**config.mk**
```make
export PLATFORM = sky130hd
export DESIGN_NAME = wsieve_ctrl
export DESIGN_NICKNAME = d
export VERILOG_FILES = /design/src/wheel30_segmented_prime_sieve_unit_macros.svh /design/src/wsieve_pkg.sv /design/src/wsieve_ctrl.sv
export SDC_FILE = /design/constraint.sdc
export NUM_CORES = 1
export LEC_CHECK = 0
export ABC_CLOCK_PERIOD_IN_PS = 2900
export CAP_MARGIN = 5
export CORE_AREA = 10 10 47 49
export DETAILED_ROUTE_END_ITERATION = 8
export DIE_AREA = 0 0 57 59
export DONT_BUFFER_PORTS = 1
export PLACE_DENSITY = 0.54
export SKIP_LAST_GASP = 1
export SLEW_MARGIN = 5
export SYNTH_ARGS = -nofsm -noshare
export SYNTH_HDL_FRONTEND = slang
export SYNTH_SLANG_ARGS = --single-unit
```
**constraint.sdc**
```tcl
create_clock -name clock -period 2.9 [get_ports clock]
set_clock_uncertainty 0.2 [all_clocks]
set_input_delay 0.145 -clock clock [delete_from_list [all_inputs] [get_ports clock]]
set_output_delay 0.145 -clock clock [all_outputs]
set_load 0.1 [all_outputs]
```
**src/wheel30_segmented_prime_sieve_unit_macros.svh**
```systemverilog
// Assertion macros of the wheel-30 sieve RTL, used by the datapath.
// Included by wsieve_dp, which checks its own logic; needs clock and reset in scope.
`ifndef WHEEL30_SEGMENTED_PRIME_SIEVE_UNIT_MACROS_SVH
`define WHEEL30_SEGMENTED_PRIME_SIEVE_UNIT_MACROS_SVH

// same-cycle implication, checked out of reset
`define WSIEVE_ASSERT_NOW(lbl, ante, cons) \
   lbl: assert property (@(posedge clock) disable iff (reset) (ante) |-> (cons)) \
      else $error("wsieve check failed");

// next-cycle implication, checked out of reset
`define WSIEVE_ASSERT_NEXT(lbl, ante, cons) \
   lbl: assert property (@(posedge clock) disable iff (reset) (ante) |=> (cons)) \
      else $error("wsieve check failed");

`endif

```
**src/wsieve_pkg.sv**
```systemverilog
// Shared types, constants and wheel tables of the wheel-30 sieve.
// No dependencies; imported by the controller, datapath and top level.
`default_nettype none

package wsieve_pkg;

   localparam int unsigned LIMIT_W      = 20;
   localparam int unsigned P_W          = 10;     // base primes stay below 1024
   localparam int unsigned SQ_W         = 20;
   localparam int unsigned M_W          = 21;     // multiple may overshoot the limit
   localparam int unsigned BLKQ_W       = 16;     // quotient / block count width
   localparam int unsigned PB_W         = 6;      // block of a base prime
   localparam int unsigned PROD_W       = LIMIT_W + BLKQ_W;
   localparam int unsigned LIMIT_BLOCKS = 32768;  // cap on the store depth in blocks
   localparam logic [LIMIT_W-1:0] LIMIT_RESET = 20'd983039;
   // floor(2^20/30); quotient may come out one low, fixed by one subtract
   localparam logic [BLKQ_W-1:0] RECIP30 = 16'd34952;

   // result status codes
   localparam logic [1:0] ST_OK      = 2'd0;
   localparam logic [1:0] ST_RANGE   = 2'd1;
   localparam logic [1:0] ST_NOBUILD = 2'd2;

   // divider operand select
   localparam logic [1:0] DIV_NUM  = 2'd0;
   localparam logic [1:0] DIV_LIM  = 2'd1;
   localparam logic [1:0] DIV_MULT = 2'd2;

   // memory read address select
   localparam logic RD_Q  = 1'b0;
   localparam logic RD_PB = 1'b1;

   localparam logic MODE_BUILD = 1'b0;
   localparam logic MODE_QUERY = 1'b1;

   localparam logic [3:0] SLOT_NONE = 4'd8;

   typedef struct packed {
      logic       req_load;
      logic [1:0] div_sel;
      logic       size_load;
      logic       fill_en;
      logic       prime_init;
      logic       prime_load;
      logic       prime_next;
      logic       mult_init;
      logic       mult_clear;
      logic       rd_sel;
      logic       build_done;
      logic       rsp_load;
      logic       rsp_build;
   } wsieve_cmd_type;

   typedef struct packed {
      logic fill_last;
      logic sq_over;
      logic prime_bit;
      logic m_over;
      logic rsp_free;
   } wsieve_stat_type;

   // wheel gaps 6,4,2,4,2,4,6,2
   function automatic logic [2:0] gap_of(input logic [2:0] g);
      logic [2:0] v;
      case (g)
         3'd0: v = 3'd6;
         3'd1: v = 3'd4;
         3'd2: v = 3'd2;
         3'd3: v = 3'd4;
         3'd4: v = 3'd2;
         3'd5: v = 3'd4;
         3'd6: v = 3'd6;
         default: v = 3'd2;
      endcase
      return v;
   endfunction

   // residues coprime to 30
   function automatic logic [4:0] res_of(input logic [2:0] j);
      logic [4:0] v;
      case (j)
         3'd0: v = 5'd1;
         3'd1: v = 5'd7;
         3'd2: v = 5'd11;
         3'd3: v = 5'd13;
         3'd4: v = 5'd17;
         3'd5: v = 5'd19;
         3'd6: v = 5'd23;
         default: v = 5'd29;
      endcase
      return v;
   endfunction

   // residue mod 30 to wheel bit, SLOT_NONE if not coprime to 30
   function automatic logic [3:0] slot_of(input logic [4:0] r);
      logic [3:0] v;
      case (r)
         5'd1:  v = 4'd0;
         5'd7:  v = 4'd1;
         5'd11: v = 4'd2;
         5'd13: v = 4'd3;
         5'd17: v = 4'd4;
         5'd19: v = 4'd5;
         5'd23: v = 4'd6;
         5'd29: v = 4'd7;
         default: v = SLOT_NONE;
      endcase
      return v;
   endfunction

endpackage

`default_nettype wire

```
**src/wsieve_ctrl.sv**
```systemverilog
// Sequencer of the wheel-30 sieve: query lookup and the build walk.
// Depends on wsieve_pkg; drives wsieve_dp through command words.
`default_nettype none

module wsieve_ctrl
   import wsieve_pkg::*;
(
   input  wire logic            clock,
   input  wire logic            reset,
   input  wire logic            req_valid,
   input  wire logic            req_mode,
   output logic                 req_stall,
   input  wsieve_stat_type      stat,
   output wsieve_cmd_type       cmd
);

   localparam logic [3:0] S_IDLE   = 4'd0;
   localparam logic [3:0] S_QDIVA  = 4'd1;
   localparam logic [3:0] S_QDIVB  = 4'd2;
   localparam logic [3:0] S_QREAD  = 4'd3;
   localparam logic [3:0] S_QRESP  = 4'd4;
   localparam logic [3:0] S_BDIVA  = 4'd5;
   localparam logic [3:0] S_BDIVB  = 4'd6;
   localparam logic [3:0] S_BSIZE  = 4'd7;
   localparam logic [3:0] S_BFILL  = 4'd8;
   localparam logic [3:0] S_BPSQ   = 4'd9;
   localparam logic [3:0] S_BPCHK  = 4'd10;
   localparam logic [3:0] S_BMDIVA = 4'd11;
   localparam logic [3:0] S_BMDIVB = 4'd12;
   localparam logic [3:0] S_BMRD   = 4'd13;
   localparam logic [3:0] S_BMWR   = 4'd14;
   localparam logic [3:0] S_BRESP  = 4'd15;

   logic [3:0] state_ff;
   logic [3:0] state_in;

   // take a word only between items
   assign req_stall = (state_ff != S_IDLE);

   // next state and command word
   always_comb begin
      state_in = state_ff;
      cmd      = '0;
      cmd.div_sel = DIV_NUM;
      cmd.rd_sel  = RD_Q;
      case (state_ff)
         S_IDLE: begin
            if (req_valid) begin
               cmd.req_load = 1'b1;
               state_in = (req_mode == MODE_BUILD) ? S_BDIVA : S_QDIVA;
            end
         end
         S_QDIVA: state_in = S_QDIVB;
         S_QDIVB: state_in = S_QREAD;
         S_QREAD: state_in = S_QRESP;
         S_QRESP: begin
            if (stat.rsp_free) begin
               cmd.rsp_load = 1'b1;
               state_in = S_IDLE;
            end
         end
         S_BDIVA: begin
            cmd.div_sel = DIV_LIM;
            state_in = S_BDIVB;
         end
         S_BDIVB: begin
            cmd.div_sel = DIV_LIM;
            state_in = S_BSIZE;
         end
         S_BSIZE: begin
            cmd.size_load = 1'b1;
            state_in = S_BFILL;
         end
         S_BFILL: begin
            cmd.fill_en = 1'b1;
            if (stat.fill_last) begin
               cmd.prime_init = 1'b1;
               state_in = S_BPSQ;
            end
         end
         S_BPSQ: begin
            cmd.prime_load = 1'b1;
            cmd.rd_sel = RD_PB;
            state_in = S_BPCHK;
         end
         S_BPCHK: begin
            if (stat.sq_over) begin
               cmd.build_done = 1'b1;
               state_in = S_BRESP;
            end else if (!stat.prime_bit) begin
               cmd.prime_next = 1'b1;
               state_in = S_BPSQ;
            end else begin
               cmd.mult_init = 1'b1;
               state_in = S_BMDIVA;
            end
         end
         S_BMDIVA: begin
            cmd.div_sel = DIV_MULT;
            if (stat.m_over) begin
               cmd.prime_next = 1'b1;
               state_in = S_BPSQ;
            end else begin
               state_in = S_BMDIVB;
            end
         end
         S_BMDIVB: begin
            cmd.div_sel = DIV_MULT;
            state_in = S_BMRD;
         end
         S_BMRD: begin
            cmd.div_sel = DIV_MULT;
            state_in = S_BMWR;
         end
         S_BMWR: begin
            cmd.div_sel = DIV_MULT;
            cmd.mult_clear = 1'b1;
            state_in = S_BMDIVA;
         end
         S_BRESP: begin
            cmd.rsp_build = 1'b1;
            if (stat.rsp_free) begin
               cmd.rsp_load = 1'b1;
               state_in = S_IDLE;
            end
         end
         default: state_in = S_IDLE;
      endcase
   end

   always_ff @(posedge clock) begin
      if (reset) begin
         state_ff <= S_IDLE;
      end else begin
         state_ff <= state_in;
      end
   end

endmodule

`default_nettype wire

```
==> results.py <==
metrics = {
    "worst_setup_path": {
        "cp.arrival_ps": 2260,
        "timing.critical_path.from_type": "register",
        "worst_r2r_startpoint": "state_ff[1]",
        "worstSetupEndpointType": "register",
        "worst-r2r-cell-count": 5,
        "reg2reg_slack_ps": 560,
        "worst_ep_required_time_ps": 2820,
        "path_class": "register to register",
        "worstReg2RegEnd": "state_ff[2]",
        "crit_fanout": 17,
    },
    "job": {
        "maxCapViolCount": 0,
    },
    "layout": {
        "drive_above_1_share_pct": 38.6,
        "antenna_cell_count": 0,
        "layout_common_cells": "buf_4 (14), nand2_1 (6), o21ai_0 (5)",
        "largest_register": "state_ff",
        "final_common_cell": "buf_4",
        "cell_area_after_layout_um2": 722,
        "ff_latch_area_um2": 80.1,
        "finalCoreUtilization_pct": 51.5,
        "layout.cells.non_filler": 104,
        "nFillCells": 147,
        "area.growth.synth_to_final_pct": 34.8,
        "largest_registers": "state_ff x4",
        "fin_nets": 99,
        "multi_input_comb_area_um2": 435,
        "largest_reg_flops": 4,
    },
    "synthesis": {
        "ys_warn_count": 0,
        "synth.cell_area_um2": 536,
        "netlist_instances": 74,
        "synth.avg_cell_area_um2": 7.24,
        "synth.lib_cells_used.distinct": 36,
        "synth_fp_nets": 83,
        "ys_seq_elements": 4,
        "synth_seq_area_share_pct": 15.0,
    },
    "detailed_routing": {
        "totalWireLength_mm": 1.43,
        "first_iteration_detailed_routing_drc_count": 11,
        "detail-route-antenna-nets": 0,
        "via_per_inst": 5.31,
        "detail_route.first_pass.iterations": 4,
        "post-route-drc-count": 0,
        "routed-via-count": 552,
        "post_drt_wl_per_cell_um": 13.8,
    },
    "clocking": {
        "post_cts_resized": 0,
        "cts_tree": "built",
        "cts.clk_slew.worst_paths_ps": 40,
        "cts.sinks": 4,
        "numCtsBuffers": 3,
        "insertion_delay_ps": 240,
        "h_tree_lvl_count": 1,
        "post_cts_hold_buffer_count": 4,
        "postCtsSetupRepairBufs": 0,
        "clock_tree.root_cell": "clkbuf_4",
        "cts-root-to-sink-buffers": 2,
    },
    "sta": {
        "fmax_mhz": 428,
        "post-route-period-util_pct": 80.6,
        "finalSetupViolations": 0,
        "grt_setup_unrepaired": "false",
        "layout_setup_ws_ps": 564,
        "min_period_ps": 2340,
        "max-slew-margin-rel_pct": 59.5,
        "fin_hold_ws_ps": 140,
        "fin_tns_setup_ps": 0,
        "worstMarginPinSlew_ps": 606,
        "hold_viol": 0,
        "finalMaxSlewViolations": 0,
    },
    "floorplan": {
        "io_pins": 24,
        "core_area_um2": 1400,
        "chipWidth_um": 57,
        "die-height_um": 59,
        "fp-row-count": 14,
        "initial_utilization_pct": 38.2,
        "fp.dieArea_um2": 3360,
    },
    "hold_path": {
        "hold-path-endpoint": "state_ff[1]",
        "hold_path_class": "input pin to register",
        "hold_path.startpoint": "stat[3]",
        "whs_path_depth": 4,
    },
    "status": {
        "result_of_the_run": "complete, no violations",
    },
    "power_and_ir_drop": {
        "power_density_nw_per_um2": 962,
        "leakagePower_nw": 0.293,
        "finalPower_mw": 0.694,
        "peakVddDrop_v": 0.000654,
    },
    "placed_design": {
        "place_worst_setup_slack_ps": 955,
        "dp_hpwl_mm": 1.14,
        "numPortBuffers": 0,
        "dpl.cell_count": 97,
        "post_dp_cell_area_um2": 659,
        "gp_congestion": 0.752,
    },
    "grt": {
        "grt_antenna_before_repair": 0,
        "grt_start_max_net_pins": 19,
        "via_count_of_the_first_global_routing_pass": 521,
        "globalRouteOverflowTotal": 0,
        "grtUsageTotal_pct": 9.39,
        "grt_first_pass_wirelength_mm": 2.62,
    },
}
==> worst max-delay path: stages, from the launching register on <==
cell	delay, ps
dfxtp_1	700
nand4_1	280
o22ai_2	290
a2111oi_2	70
o2bb2ai_1	130
dlygate4sd3_1	550
==> cell usage after synthesis <==
library cell	number	area share [%]
o211ai_1	1	1.4
o2bb2ai_1	1	1.6
a31oi_1	1	1.2
and3b_2	1	1.9
nor4_4	1	4.0
a211oi_1	1	1.4
buf_6	2	4.2
nor2b_1	1	1.2
nor4_1	1	1.2
dfxtp_1	4	15
and2_1	2	2.3
buf_2	2	1.9
nor2_1	8	5.6
o21ai_0	5	4.7
a21oi_1	4	3.7
buf_4	2	2.8
o21a_1	1	1.4
o21ba_2	1	1.9
and4bb_2	1	2.3
nand2b_1	3	3.5
inv_1	4	2.8
clkbuf_8	1	2.6
a2bb2oi_1	1	1.6
or3_1	1	1.2
nand2_1	6	4.2
inv_2	1	0.70
nor3_1	3	2.8
or2b_1	1	1.4
nand4_1	1	1.2
xnor2_1	2	3.3
and3_1	2	2.3
nor3b_1	3	4.2
o22ai_2	1	2.3
nand3_1	2	1.9
and2b_2	1	1.6
a2111oi_2	1	2.8
==> layer usage <==
layer / vias to the layer above / GRT usage (%) / routed length (um)
li1: 286 / - / -
met1: 250 / 10.9 / 552
met2: 14 / 14.9 / 762
met3: 2 / 3.22 / 95
met4: 0 / 5.03 / 21
met5: - / 0 / 0
==> worst max-delay path by stage <==
stage                            from     endpoint  cells past startpoint
after detailed placement  state_ff[3]       cmd[7]                      3
after CTS                 state_ff[1]  state_ff[2]                      5
after floorplan           state_ff[2]       cmd[7]                      5
after global placement    state_ff[3]       cmd[3]                      3
final                     state_ff[1]  state_ff[2]                      5
after global routing      state_ff[1]  state_ff[2]                      5
==> power breakdown <==
part	switching (mW)	leakage [nW]	internal, mW
clock network	0.0242	0.0138	0.0464
logic	0.311	0.247	0.160
registers	0.0803	0.0329	0.0731
total	0.415	0.293	0.279
==> layout make-up <==
type | count | share of cell area, %
multi-input cells | 58 | 60.3
repair buffers | 18 | 20.1
flip-flops and latches | 4 | 11.1
clock buffers | 3 | 3.12
well taps | 16 | 2.77
inverters | 5 | 2.60
==> logic make-up (layout without fill, tap and decap cells) <==
logic type	Yosys count	after routing	share of synthesized area [%]
xor gates and xnor gates	2	2	3.27
and+or+nand+nor	38	38	42.8
AOI/OAI and AO/OA	18	18	24.1
buffers and inverters	12	26	15.0
DFF	4	4	15.0
Note: power is estimated with default switching activity, not from simulation.
